### config.mk
export PLATFORM = sky130hd
export DESIGN_NAME = ordered_list_table_core
export DESIGN_NICKNAME = d
export VERILOG_FILES = /design/src/design/olt_pkg.sv /design/src/design/olt_ctrl.sv /design/src/design/olt_dp.sv /design/src/design/ordered_list_table_core.sv
export SDC_FILE = /design/constraint.sdc
export NUM_CORES = 1
export LEC_CHECK = 0
export BUFFER_PORTS_ARGS = -buffer_cell sky130_fd_sc_hd__buf_2
export CORE_MARGIN = 1.5
export CORE_UTILIZATION = 55
export DETAILED_ROUTE_END_ITERATION = 12
export PLACE_DENSITY = 0.71
export SLEW_MARGIN = 30
export SYNTH_ARGS = -nofsm -noshare
export SYNTH_HDL_FRONTEND = slang
export SYNTH_SLANG_ARGS = --single-unit
### constraint.sdc
create_clock -name clk -period 5.9 [get_ports clk]
set_clock_uncertainty 0.1 [all_clocks]
set_input_delay 0 -clock clk [delete_from_list [all_inputs] [get_ports clk]]
set_output_delay 0 -clock clk [all_outputs]
set_load 0.05 [all_outputs]
### src/design/olt_pkg.sv
// ---------------------------------------------------------------------------
// olt_pkg: shared types and constants for the ordered list table
// operation and status codes, controller states, command and status bundles
// ---------------------------------------------------------------------------
package olt_pkg;

  localparam int CAPACITY_DEF = 64;

  localparam int OP_W   = 2;
  localparam int POS_W  = 7;
  localparam int VAL_W  = 8;
  localparam int STS_W  = 3;
  localparam int FIDX_W = 6;
  localparam int LEN_W  = 7;

  localparam int IN_FIELDS_W  = OP_W + POS_W + VAL_W;
  localparam int IN_TDATA_W   = ((IN_FIELDS_W + 7) / 8) * 8;
  localparam int OUT_FIELDS_W = STS_W + VAL_W + FIDX_W + LEN_W;
  localparam int OUT_TDATA_W  = ((OUT_FIELDS_W + 7) / 8) * 8;

  typedef enum logic [OP_W-1:0] {
    OP_INSERT = 2'd0,
    OP_DELETE = 2'd1,
    OP_READ   = 2'd2,
    OP_FIND   = 2'd3
  } op_t;

  typedef enum logic [STS_W-1:0] {
    STS_OK       = 3'd0,
    STS_FULL     = 3'd1,
    STS_BADPOS   = 3'd2,
    STS_EMPTY    = 3'd3,
    STS_NOTFOUND = 3'd4
  } status_t;

  typedef enum logic [3:0] {
    S_IDLE,
    S_EXEC,
    S_SH_RD,
    S_SH_WR,
    S_INS_WR,
    S_RD_WAIT,
    S_FIND_RD,
    S_FIND_CHK,
    S_DONE
  } state_t;

  // read address source
  typedef enum logic [1:0] {
    RD_POS,
    RD_IDX,
    RD_IDX_DN,
    RD_IDX_UP
  } rd_sel_t;

  typedef struct packed {
    logic    load;
    logic    idx_top;
    logic    idx_pos;
    logic    idx_zero;
    logic    idx_inc;
    logic    idx_dec;
    logic    mem_rd;
    rd_sel_t rd_sel;
    logic    mem_wr;
    logic    wr_val;
    logic    cnt_inc;
    logic    cnt_dec;
    logic    st_load;
    status_t st_code;
    logic    rd_cap;
    logic    fi_cap;
    logic    out_load;
  } olt_cmd_t;

  typedef struct packed {
    op_t  op;
    logic full;
    logic empty;
    logic pos_gt_cnt;
    logic pos_ge_cnt;
    logic pos_last;
    logic ins_next_pos;
    logic del_last;
    logic idx_last;
    logic hit;
    logic out_free;
  } olt_sts_t;

endpackage

### src/design/olt_ctrl.sv
// ---------------------------------------------------------------------------
// olt_ctrl: operation sequencer
// walks insert/delete shifts and find scans one entry per step
// ---------------------------------------------------------------------------
module olt_ctrl (
  input  logic             clk,
  input  logic             rst_n,
  input  logic             in_tvalid,
  output logic             in_tready,
  input  olt_pkg::olt_sts_t sts,
  output olt_pkg::olt_cmd_t cmd
);
  import olt_pkg::*;

  state_t state_r, state_nxt;

  assign in_tready = (state_r == S_IDLE);

  always_ff @(posedge clk) begin
    if (!rst_n) begin
      state_r <= S_IDLE;
    end else begin
      state_r <= state_nxt;
    end
  end

  // next state
  always_comb begin
    state_nxt = state_r;
    unique case (state_r)
      S_IDLE: begin
        if (in_tvalid) state_nxt = S_EXEC;
      end
      S_EXEC: begin
        unique case (sts.op)
          OP_INSERT: begin
            if (sts.full || sts.pos_gt_cnt) state_nxt = S_DONE;
            else if (!sts.pos_ge_cnt)       state_nxt = S_SH_RD;
            else                            state_nxt = S_INS_WR;
          end
          OP_DELETE: begin
            if (sts.empty || sts.pos_ge_cnt || sts.pos_last) state_nxt = S_DONE;
            else                                             state_nxt = S_SH_RD;
          end
          OP_READ: begin
            if (sts.pos_ge_cnt) state_nxt = S_DONE;
            else                state_nxt = S_RD_WAIT;
          end
          OP_FIND: begin
            if (sts.empty) state_nxt = S_DONE;
            else           state_nxt = S_FIND_RD;
          end
          default: state_nxt = S_DONE;
        endcase
      end
      S_SH_RD: state_nxt = S_SH_WR;
      S_SH_WR: begin
        if (sts.op == OP_INSERT) begin
          state_nxt = sts.ins_next_pos ? S_INS_WR : S_SH_RD;
        end else begin
          state_nxt = sts.del_last ? S_DONE : S_SH_RD;
        end
      end
      S_INS_WR:  state_nxt = S_DONE;
      S_RD_WAIT: state_nxt = S_DONE;
      S_FIND_RD: state_nxt = S_FIND_CHK;
      S_FIND_CHK: begin
        if (sts.hit || sts.idx_last) state_nxt = S_DONE;
        else                         state_nxt = S_FIND_RD;
      end
      S_DONE: begin
        if (sts.out_free) state_nxt = S_IDLE;
      end
      default: state_nxt = S_IDLE;
    endcase
  end

  // command outputs
  always_comb begin
    cmd = '0;
    cmd.rd_sel  = RD_IDX;
    cmd.st_code = STS_OK;
    unique case (state_r)
      S_IDLE: begin
        cmd.load = in_tvalid;
      end
      S_EXEC: begin
        unique case (sts.op)
          OP_INSERT: begin
            if (sts.full) begin
              cmd.st_load = 1'b1;
              cmd.st_code = STS_FULL;
            end else if (sts.pos_gt_cnt) begin
              cmd.st_load = 1'b1;
              cmd.st_code = STS_BADPOS;
            end else begin
              cmd.idx_top = 1'b1;
            end
          end
          OP_DELETE: begin
            if (sts.empty) begin
              cmd.st_load = 1'b1;
              cmd.st_code = STS_EMPTY;
            end else if (sts.pos_ge_cnt) begin
              cmd.st_load = 1'b1;
              cmd.st_code = STS_BADPOS;
            end else if (sts.pos_last) begin
              cmd.cnt_dec = 1'b1;
            end else begin
              cmd.idx_pos = 1'b1;
            end
          end
          OP_READ: begin
            if (sts.pos_ge_cnt) begin
              cmd.st_load = 1'b1;
              cmd.st_code = STS_BADPOS;
            end else begin
              cmd.mem_rd = 1'b1;
              cmd.rd_sel = RD_POS;
            end
          end
          OP_FIND: begin
            if (sts.empty) begin
              cmd.st_load = 1'b1;
              cmd.st_code = STS_NOTFOUND;
            end else begin
              cmd.idx_zero = 1'b1;
            end
          end
          default: cmd.st_load = 1'b0;
        endcase
      end
      S_SH_RD: begin
        cmd.mem_rd = 1'b1;
        cmd.rd_sel = (sts.op == OP_INSERT) ? RD_IDX_DN : RD_IDX_UP;
      end
      S_SH_WR: begin
        cmd.mem_wr = 1'b1;
        if (sts.op == OP_INSERT) begin
          cmd.idx_dec = 1'b1;
        end else begin
          cmd.idx_inc = 1'b1;
          cmd.cnt_dec = sts.del_last;
        end
      end
      S_INS_WR: begin
        cmd.mem_wr  = 1'b1;
        cmd.wr_val  = 1'b1;
        cmd.cnt_inc = 1'b1;
      end
      S_RD_WAIT: begin
        cmd.rd_cap = 1'b1;
      end
      S_FIND_RD: begin
        cmd.mem_rd = 1'b1;
        cmd.rd_sel = RD_IDX;
      end
      S_FIND_CHK: begin
        if (sts.hit) begin
          cmd.fi_cap = 1'b1;
        end else if (sts.idx_last) begin
          cmd.st_load = 1'b1;
          cmd.st_code = STS_NOTFOUND;
        end else begin
          cmd.idx_inc = 1'b1;
        end
      end
      S_DONE: begin
        cmd.out_load = sts.out_free;
      end
      default: cmd.load = 1'b0;
    endcase
  end

  a_accept_exec: assert property (@(posedge clk) disable iff (!rst_n)
    (in_tvalid && in_tready) |=> (state_r == S_EXEC))
    else $error("accepted item did not start execution");

  a_wr_state: assert property (@(posedge clk) disable iff (!rst_n)
    cmd.mem_wr |-> (state_r == S_SH_WR || state_r == S_INS_WR))
    else $error("memory write outside a write step");

  a_done_exit: assert property (@(posedge clk) disable iff (!rst_n)
    cmd.out_load |=> (state_r == S_IDLE))
    else $error("result loaded without returning to idle");

endmodule

### src/design/olt_dp.sv
// ---------------------------------------------------------------------------
// olt_dp: list storage, length counter, walk index and result register
// ---------------------------------------------------------------------------
module olt_dp #(
  parameter int CAPACITY = olt_pkg::CAPACITY_DEF
) (
  input  logic                          clk,
  input  logic                          rst_n,
  input  logic [olt_pkg::OP_W-1:0]      in_operation,
  input  logic [olt_pkg::POS_W-1:0]     in_position,
  input  logic [olt_pkg::VAL_W-1:0]     in_value,
  input  olt_pkg::olt_cmd_t             cmd,
  output olt_pkg::olt_sts_t             sts,
  output logic                          out_valid,
  input  logic                          out_ready,
  output logic [olt_pkg::STS_W-1:0]     out_status,
  output logic [olt_pkg::VAL_W-1:0]     out_read_value,
  output logic [olt_pkg::FIDX_W-1:0]    out_found_index,
  output logic [olt_pkg::LEN_W-1:0]     out_list_length
);
  import olt_pkg::*;

  localparam int AW   = (CAPACITY > 1) ? $clog2(CAPACITY) : 1;
  localparam int CW   = $clog2(CAPACITY + 1);
  localparam int CMPW = ((CW > POS_W) ? CW : POS_W) + 1;
  localparam logic [CMPW-1:0] CAP_E = CMPW'(CAPACITY);

  logic [VAL_W-1:0] mem [CAPACITY];
  logic [VAL_W-1:0] rdata_r;

  op_t              op_r;
  logic [POS_W-1:0] pos_r;
  logic [VAL_W-1:0] val_r;
  logic [CW-1:0]    cnt_r, cnt_nxt;
  logic [CW-1:0]    idx_r, idx_nxt;
  status_t          st_r;
  logic [VAL_W-1:0] rdv_r;
  logic [CW-1:0]    fidx_r;

  logic             ovalid_r, ovalid_nxt;
  logic [STS_W-1:0] ost_r;
  logic [VAL_W-1:0] ordv_r;
  logic [FIDX_W-1:0] ofidx_r;
  logic [LEN_W-1:0] olen_r;

  logic [CMPW-1:0]  pos_e, cnt_e, idx_e, fidx_e, rd_e;
  logic [AW-1:0]    rd_addr, wr_addr;

  assign pos_e  = CMPW'(pos_r);
  assign cnt_e  = CMPW'(cnt_r);
  assign idx_e  = CMPW'(idx_r);
  assign fidx_e = CMPW'(fidx_r);

  // status toward the controller
  always_comb begin
    sts.op           = op_r;
    sts.full         = (cnt_e >= CAP_E);
    sts.empty        = (cnt_r == '0);
    sts.pos_gt_cnt   = (pos_e > cnt_e);
    sts.pos_ge_cnt   = (pos_e >= cnt_e);
    sts.pos_last     = (pos_e + CMPW'(1) == cnt_e);
    sts.ins_next_pos = (idx_e - CMPW'(1) == pos_e);
    sts.del_last     = (idx_e + CMPW'(2) >= cnt_e);
    sts.idx_last     = (idx_e + CMPW'(1) >= cnt_e);
    sts.hit          = (rdata_r == val_r);
    sts.out_free     = !ovalid_r || out_ready;
  end

  // address selection
  always_comb begin
    case (cmd.rd_sel)
      RD_POS:    rd_e = pos_e;
      RD_IDX_DN: rd_e = idx_e - CMPW'(1);
      RD_IDX_UP: rd_e = idx_e + CMPW'(1);
      default:   rd_e = idx_e;
    endcase
  end

  assign rd_addr = rd_e[AW-1:0];
  assign wr_addr = idx_e[AW-1:0];

  // list storage, registered read
  always_ff @(posedge clk) begin
    if (cmd.mem_wr) begin
      mem[wr_addr] <= cmd.wr_val ? val_r : rdata_r;
    end
    if (cmd.mem_rd) begin
      rdata_r <= mem[rd_addr];
    end
  end

  // walk index and length
  always_comb begin
    idx_nxt = idx_r;
    if (cmd.idx_top)       idx_nxt = cnt_r;
    else if (cmd.idx_pos)  idx_nxt = pos_e[CW-1:0];
    else if (cmd.idx_zero) idx_nxt = '0;
    else if (cmd.idx_inc)  idx_nxt = idx_r + CW'(1);
    else if (cmd.idx_dec)  idx_nxt = idx_r - CW'(1);

    cnt_nxt = cnt_r;
    if (cmd.cnt_inc)      cnt_nxt = cnt_r + CW'(1);
    else if (cmd.cnt_dec) cnt_nxt = cnt_r - CW'(1);

    ovalid_nxt = ovalid_r;
    if (cmd.out_load)   ovalid_nxt = 1'b1;
    else if (out_ready) ovalid_nxt = 1'b0;
  end

  always_ff @(posedge clk) begin
    if (!rst_n) begin
      cnt_r    <= '0;
      ovalid_r <= 1'b0;
    end else begin
      cnt_r    <= cnt_nxt;
      ovalid_r <= ovalid_nxt;
    end
  end

  // item capture and per-item result
  always_ff @(posedge clk) begin
    idx_r <= idx_nxt;
    if (cmd.load) begin
      op_r   <= op_t'(in_operation);
      pos_r  <= in_position;
      val_r  <= in_value;
      st_r   <= STS_OK;
      rdv_r  <= '0;
      fidx_r <= '0;
    end else begin
      if (cmd.st_load) st_r   <= cmd.st_code;
      if (cmd.rd_cap)  rdv_r  <= rdata_r;
      if (cmd.fi_cap)  fidx_r <= idx_r;
    end
    if (cmd.out_load) begin
      ost_r   <= st_r;
      ordv_r  <= rdv_r;
      ofidx_r <= fidx_e[FIDX_W-1:0];
      olen_r  <= cnt_e[LEN_W-1:0];
    end
  end

  assign out_valid       = ovalid_r;
  assign out_status      = ost_r;
  assign out_read_value  = ordv_r;
  assign out_found_index = ofidx_r;
  assign out_list_length = olen_r;

  a_cnt_bound: assert property (@(posedge clk) disable iff (!rst_n)
    cnt_e <= CAP_E)
    else $error("list length above capacity");

  a_cnt_step: assert property (@(posedge clk) disable iff (!rst_n)
    (cmd.cnt_inc || cmd.cnt_dec) |=> (cnt_r != $past(cnt_r)))
    else $error("length update lost");

  a_cnt_hold: assert property (@(posedge clk) disable iff (!rst_n)
    (!cmd.cnt_inc && !cmd.cnt_dec) |=> $stable(cnt_r))
    else $error("length changed without a command");

endmodule

### src/design/ordered_list_table_core.sv
// ---------------------------------------------------------------------------
// ordered_list_table_core: bounded ordered list of bytes
// insert, delete, read and find over a stored list with one result per item
// ---------------------------------------------------------------------------
// steps: after an execution step a rejected item goes to the result step, a read
//   does a registered read, an insert shifts the tail up one entry from the end
//   and writes the value, a delete shifts the tail down, a find scans from index 0
//   (the whole list on a miss); the result step waits for a free output register
// flow: one item at a time; each shifted entry is a registered read, then a write
// reset: rst_n synchronous active low clears the length and the result valid;
//   list storage is not cleared, entries at or beyond the length are never read
// ---------------------------------------------------------------------------
module ordered_list_table_core #(
  parameter int CAPACITY = olt_pkg::CAPACITY_DEF
) (
  input  logic                               clk,
  input  logic                               rst_n,
  // operation [1:0], position [8:2], value [16:9]
  input  logic [olt_pkg::IN_TDATA_W-1:0]     in_tdata,
  input  logic                               in_tvalid,
  output logic                               in_tready,
  // status [2:0], read_value [10:3], found_index [16:11], list_length [23:17]
  output logic [olt_pkg::OUT_TDATA_W-1:0]    out_tdata,
  output logic                               out_tvalid,
  input  logic                               out_tready
);
  import olt_pkg::*;

  olt_cmd_t cmd;
  olt_sts_t sts;

  // unpacked input item fields
  logic [OP_W-1:0]   in_operation;
  logic [POS_W-1:0]  in_position;
  logic [VAL_W-1:0]  in_value;

  // result item fields
  logic [STS_W-1:0]  out_status;
  logic [VAL_W-1:0]  out_read_value;
  logic [FIDX_W-1:0] out_found_index;
  logic [LEN_W-1:0]  out_list_length;

  assign in_operation = in_tdata[OP_W-1:0];
  assign in_position  = in_tdata[OP_W +: POS_W];
  assign in_value     = in_tdata[OP_W+POS_W +: VAL_W];

  // zero fill up to whole bytes
  assign out_tdata = OUT_TDATA_W'({out_list_length, out_found_index,
                                   out_read_value, out_status});

  // sequencer: one operation in flight, result parked in the output register
  olt_ctrl u_ctrl (
    .clk       (clk),
    .rst_n     (rst_n),
    .in_tvalid (in_tvalid),
    .in_tready (in_tready),
    .sts       (sts),
    .cmd       (cmd)
  );

  // storage, length, walk index and the output register
  olt_dp #(
    .CAPACITY (CAPACITY)
  ) u_dp (
    .clk             (clk),
    .rst_n           (rst_n),
    .in_operation    (in_operation),
    .in_position     (in_position),
    .in_value        (in_value),
    .cmd             (cmd),
    .sts             (sts),
    .out_valid       (out_tvalid),
    .out_ready       (out_tready),
    .out_status      (out_status),
    .out_read_value  (out_read_value),
    .out_found_index (out_found_index),
    .out_list_length (out_list_length)
  );

endmodule

Word level (Yosys, flattened, before mapping):

Memory sizes are Yosys's and may differ from the RTL's. A register that Yosys moved wholly into a read port is not among the register bits.
Cells that the tools add are included.

* ROM bits: 0
* logic and storage cells: 130
* register bits after elaboration: 77
* output and inout port bits: 26
* latch bits: 0
* input bits: 28
* memories kept: 1
* RAM bits: 512

Memory list
* u_dp.mem: depth 64, bits a word 8, rd ports 1, clocked after Yosys merged registers in 1, write ports 1, RTL line olt_dp.sv:28 `logic [VAL_W-1:0] mem [CAPACITY];`

* multiplexer cells: 68
* $lt $le $gt $ge: 5
* bitwise operators: 0
* divide/modulo/power cells: 0
* shift-type cells: 0
* $add $sub $neg: 8
* equality and inequality tests: 18
* multipliers: 0
* reduce and logical (&&, ||, !) cells: 16

Operator list (number)
* 4-bit 2-to-1 mux: 16
* 7-bit 2-to-1 mux: 7
* 4-bit one-hot mux with 4 select lines: 2
* 4-bit one-hot mux with 8 select lines: 1
* 1-bit 2-to-1 mux: 30
* 6-bit one-hot mux with 3 select lines: 1
* 7-bit by 1-bit adder with 8-bit output (second input constant): 2
* 4-bit by 3-bit == test with 1-bit output (second input constant): 4
* 8-bit by 7-bit == test with 1-bit output: 2
* 8-bit by 7-bit greater-or-equal comparator with 1-bit output: 2
* 3-bit 2-to-1 mux: 5
* 7-bit by 1-bit adder with 7-bit output (second input constant): 2
* 7-bit by 1-bit subtractor with 7-bit output (second input constant): 2
* 3-bit one-hot mux with 3 select lines: 1
* 7-bit by 2-bit adder with 8-bit output (second input constant): 1
* 2-bit == test (second input constant): 4
* 4-bit by 2-bit == test with 1-bit output (second input constant): 2
* 8-bit == test: 1
* 8-bit 2-to-1 mux: 1
* 4-bit one-hot mux with 2 select lines: 1
* 7-bit by 1-bit subtractor with 8-bit output (second input constant): 1
* 7-bit greater-or-equal comparator: 1
* 7-bit greater-or-equal comparator (second input constant): 1
* 7-bit > comparator: 1
* 16 further kinds: 24

Depth between registers and ports, before layout:

* depth after elaboration: 10
* depth in mapped cells: 19
* mapped depth without buffers: 19

By module:

A second synthesis with hierarchy kept.

* cells, all modules: 1658
* area total of the unflattened synthesis: 26072.5 um^2

Modules (own cells, without submodules)
* olt_dp: area an instance 25465.7 um^2, instances 1, seq. area each 17556.8 um^2, cells each 1567
* olt_ctrl: area an instance 606.8 um^2, instances 1, seq. area each 80.1 um^2, cells each 91

Worst setup path after synthesis:

Ideal clock, no wire load.

* kind: reg2reg
* from: register u_dp.idx_r[1]
* to: register u_dp.idx_r[6], data pin
* buffers on the path: 0
* clock period less this slack: 4.091 ns
* path slack: 1.809 ns
* arrival time: 3.723 ns
* stages on the path, launching flop included: 20
* data required time: 5.532 ns
* setup time: 0.268 ns
* cells stage by stage: edfxtp_1 inv_1 ha_1 ha_1 a21boi_0 o21a_1 o21a_1 o21ai_0 a21oi_1 o22ai_1 inv_1 fa_1 a21o_1 a21oi_1 o21bai_1 a21oi_1 xnor2_1 xnor2_1 a22oi_1 a21oi_1

* word-level cells in the longest chain between the ends: 9
* elaborated cells between the ends (all ways): 12
* classes of those cells: add/sub: 3; order compare: 1; mux: 8

RTL lines
* start: declaration: RTL line olt_dp.sv:35 `logic [CW-1:0] idx_r, idx_nxt;`
* start signal: assignment: RTL line olt_dp.sv:122 `idx_r <= idx_nxt;`
* 7-bit by 1-bit adder with 8-bit output: RTL line olt_dp.sv:64 `sts.idx_last = (idx_e + CMPW'(1) >= cnt_e);`
* 8-bit by 7-bit greater-or-equal comparator with 1-bit output: RTL line olt_dp.sv:64
* 1-bit 2-to-1 mux: RTL line olt_ctrl.sv:161 `end else if (sts.idx_last) begin`
* 1-bit 2-to-1 mux: RTL line olt_ctrl.sv:159 `if (sts.hit) begin`
* 1-bit one-hot mux with 2 select lines: RTL line olt_ctrl.sv:83 `unique case (state_r)`
* 7-bit 2-to-1 mux (*): RTL line olt_dp.sv:98 `else if (cmd.idx_inc) idx_nxt = idx_r + CW'(1);`
* 7-bit 2-to-1 mux (*): RTL line olt_dp.sv:97 `else if (cmd.idx_zero) idx_nxt = '0;`
* 7-bit 2-to-1 mux (*): RTL line olt_dp.sv:96 `else if (cmd.idx_pos) idx_nxt = pos_e[CW-1:0];`
* 7-bit 2-to-1 mux (*): RTL line olt_dp.sv:95 `if (cmd.idx_top) idx_nxt = cnt_r;`
* net u_dp.idx_nxt[6]: RTL line olt_dp.sv:35

The timed path passes the listed nets; every way through them passes the cells marked *. The select of a mux whose other input is x is not followed.
A chain may end at the register's enable or synchronous reset.

Worst setup path in the final report:

* from: register u_dp.cnt_r[6]
* to: register u_dp.rdata_r[2] (read register of u_dp.mem), data pin

* word-level cells in the longest chain between the ends: 6
* elaborated cells between the ends (all ways): 8
* classes of those cells: order compare: 1; eq/ne: 2; mux: 4; reduce/logical: 1

RTL lines
* start: declaration: RTL line olt_dp.sv:34 `logic [CW-1:0] cnt_r, cnt_nxt;`
* start signal: assignment: RTL line olt_dp.sv:115 `cnt_r <= cnt_nxt;`
* 7-bit greater-or-equal comparator (*): RTL line olt_dp.sv:60 `sts.pos_ge_cnt = (pos_e >= cnt_e);`
* 3-bit 2-to-1 mux (*): RTL line olt_ctrl.sv:114 `if (sts.pos_ge_cnt) begin`
* 3-bit 2-to-1 mux (*): RTL line olt_ctrl.sv:88 `unique case (sts.op)`
* 3-bit one-hot mux with 3 select lines (*): RTL line olt_ctrl.sv:83
* 2-bit == test or 2-bit zero test (tied branches): RTL line olt_dp.sv:71 `case (cmd.rd_sel)`
* 6-bit one-hot mux with 3 select lines: RTL line olt_dp.sv:71
* end: declaration: RTL line olt_dp.sv:29 `logic [VAL_W-1:0] rdata_r;`

Every way passes the cells marked *; elsewhere a longest branch is shown, timed or not.

==> impl_metrics.env <==
export IMPL_period_share_pct=86.31
export IMPL_fp_row_count=79
export IMPL_dieArea_sq_um=48130
export IMPL_synth_seq_area_share_pct=68.49
export IMPL_drive_gt1_share_pct=10.24
export IMPL_cts_buffers=58
export IMPL_end_kind="register"
export IMPL_gp_congestion=0.8954
export IMPL_ys_top_cells_by_count="568 x edfxtp_1, 363 x nand2_1, 139 x nand3_1"
export IMPL_path_common_cell="o21ai_0"
export IMPL_ant_nets=0
export IMPL_final_max_slew_violation_count=0
export IMPL_dp_slack_ns=0.8561
export IMPL_hold_viol_final=0
export IMPL_final_net_count=2124
export IMPL_synth_most_common_cell="edfxtp_1"
export IMPL_worstPathArrival_ns=5.38
export IMPL_synthAdderAreaFrac_pct=2.099
export IMPL_setup_tns_ns=0
export IMPL_wl_per_cell_um=23.60
export IMPL_viasPerCell=6.211
export IMPL_clock_sinks=597
export IMPL_path_buf_inv=2
export IMPL_start_kind="register"
export IMPL_status="complete, no violations"
export IMPL_ios=54
export IMPL_cp_slowest_cell="mux2_2"
export IMPL_utilization_pct=62.19
export IMPL_cts_tree="yes"
export IMPL_synth_xor_area_share_pct=1.632
export IMPL_syn_area_sq_um=25750
export IMPL_grt_pass1_wl_um=97090
export IMPL_syn2layout_area_growth_pct=11.95
export IMPL_synthFlopType="edfxtp_1"
export IMPL_fill_cells=3393
export IMPL_max_stage_delay_ns=0.82
export IMPL_clock_latency_ns=0.64
export IMPL_clk_pin_slew_ns=0.07
export IMPL_grt_pass1_vias=16280
export IMPL_grt_max_degree=80
export IMPL_synth_edff_count=568
export IMPL_wirelength_um=63890
export IMPL_grt_usage_pct=26.92
export IMPL_crit_family="compound AO/OA/AOI/OAI gates"
export IMPL_drc_errors=0
export IMPL_cts_buffer_depth=3
export IMPL_synth_simple_area_share_pct=12.71
export IMPL_ys_async_sr_fraction_pct=0
export IMPL_cts_resized=0
export IMPL_slew_limit_headroom_pct=33.48
export IMPL_cts_max_level=2
export IMPL_required_ns=6.18
export IMPL_synth_warnings=0
export IMPL_netlist_instances=1985
export IMPL_power_density_nw_per_um2=312.4
export IMPL_synth_top_area_share_pct=66.23
export IMPL_die_x_um=219.4
export IMPL_postSynthNetCount=2055
export IMPL_post_synth_top_area_cell="edfxtp_1"
export IMPL_grt_setup_unrepaired="false"
export IMPL_synth_top_family_by_area="simple AND/OR/NAND/NOR gates"
export IMPL_tightest_slew_ns=0.9902
export IMPL_critPathKind="reg2reg"
export IMPL_cts_setup_buffers=0
export IMPL_ir_drop_mv=0.2441
export IMPL_port_buffers=46
export IMPL_cts_root_buf="clkbuf_16"
export IMPL_fmax_mhz=196.4
export IMPL_grt_ovfl_total=0
export IMPL_ys_ff_latch=597
export IMPL_via_count=16810
export IMPL_dr_pass1_iters=5
export IMPL_worstPathMaxFanout=36
export IMPL_fp_dieH_um=219.4
export IMPL_synth_compound_area_share_pct=8.381
export IMPL_antenna_found_initial=2
export IMPL_core_sq_um=46360
export IMPL_leakagePower_nw=9.918
export IMPL_synth_area_per_cell_sq_um=12.97
export IMPL_setup_ws_ns=0.8074
export IMPL_dp_cells=2565
export IMPL_diodes=0
export IMPL_cap_violations=0
export IMPL_drtIter0Drc=1845
export IMPL_dp_hpwl_um=39140
export IMPL_cp_cell_sequence="inv_1, ha_1, nand4_1, or2_2, o211ai_4, mux2_2, buf_4, a221oi_1, o21ai_0, o21ai_0, or4_1"
export IMPL_instances_no_fill=2707
export IMPL_start_util_pct=55.55
export IMPL_hold_path_class="in2reg"
export IMPL_setup_violations=0
export IMPL_synth_area_leaders="edfxtp_1 66%, nand2_1 5.3%, mux2i_1 3.7%"
export IMPL_min_period_ns=5.093
export IMPL_synth_cell_types=70
export IMPL_synthMuxAreaShare_pct=4.091
[sequential cells by signal, summed over array words and instances, names as in the netlist, 6 cells and up]
register / count
u_dp.rdv_r: 8
u_dp.pos_r: 7
u_dp.out_list_length: 7
u_dp.rdata_r: 8
u_dp.val_r: 8
u_dp.cnt_r: 7
u_dp.fidx_r: 6
u_dp.out_found_index: 6
u_dp.out_read_value: 8
u_dp.mem: 512
u_dp.idx_r: 7
[through the flow]
| stage | area [sq um] | hold slack [ns] | power [W] |
|---|---|---|---|
| 2_1_floorplan | 25750 | -0.001131 | 0.005263 |
| 3_3_place_gp | 26600 | 0.07996 | 0.005458 |
| 3_5_place_dp | 26620 | 0.07886 | 0.005477 |
| 4_1_cts | 28810 | 0.003644 | 0.009027 |
| 5_1_grt | 28830 | 0.02797 | 0.009262 |
| 6_report | 28830 | 0.01356 | 0.009005 |
[worst paths after layout]
kind                      start  cells past startpoint  slack, ns                endpoint
hold / removal      in_tdata[0]                      2       0.01            u_dp.op_r[0]
hold reg to reg   u_dp.rdv_r[4]                      0       0.32  u_dp.out_read_value[4]
setup reg to reg  u_dp.cnt_r[6]                     11       0.81         u_dp.rdata_r[2]
setup / recovery  u_dp.cnt_r[6]                     11       0.81         u_dp.rdata_r[2]
[layout by cell type (no fill, tap or decap), drive strengths merged, types with 5 or more instances in the layout]
master,instances
mux2,10
a32oi,14
nor4,9
edfxtp,568
o211ai,9
or3,8
mux2i,94
a21oi,123
and2,9
or4,10
nor2b,5
dfxtp,29
a31oi,13
a2111oi,6
inv,19
nand4,24
xor2,22
nor2,119
a311oi,11
buf,90
a21o,8
a221oi,23
nor3,15
nand2,363
nand3,143
o22ai,18
nand2b,6
clkbuf,77
ha,40
a211oi,7
clkinv,26
o21ai,31
xnor2,26
dlygate4sd3,35
a22oi,34
[repair_timing]
action / CTS / global route
hold buffers: 35 / 0
endpoints found under the setup margin: 0 / 0
endpoints found under the hold margin: 51 / 0
[power breakdown]
part | total [W] | switching [W] | leakage, nW | internal, W
Sequential | 0.00471 | 0.0000402 | 5.36 | 0.00467
Clock | 0.00358 | 0.00156 | 0.902 | 0.00202
Combinational | 0.000713 | 0.000487 | 3.66 | 0.000226
[kinds of logic (layout without fill, tap and decap cells)]
group / after synthesis / in the layout
adders and majority gates: 42 / 42
DFF: 597 / 597
buffers and inverters: 137 / 252
muxes: 104 / 104
xor gates and xnor gates: 48 / 48
AOI/OAI and AO/OA: 323 / 323
and+or+nand+nor: 734 / 734
[metal layers]
layer,vias up,routed length (um),global-route usage [%],part of all wire [%]
met4,4,2351,10.84,3.7
li1,7579,-,-,-
met2,865,29870,42.97,47
met5,-,29,0,0.045
met3,153,5755,4.186,9.0
met1,8211,25880,37.11,41
[cell type report]
cell class              instances  area [sq um]  share of cell area [%]
repair buffers                125         964.7                   3.346
flip-flops and latches        597         17640                   61.18
well taps                     607         759.5                   2.634
multi-input cells            1251          7547                   26.18
clock inverters                29         256.5                  0.8897
inverters                      21         78.83                  0.2734
clock buffers                  77          1585                   5.499
No activity file was read; power rests on OpenSTA's default activity.
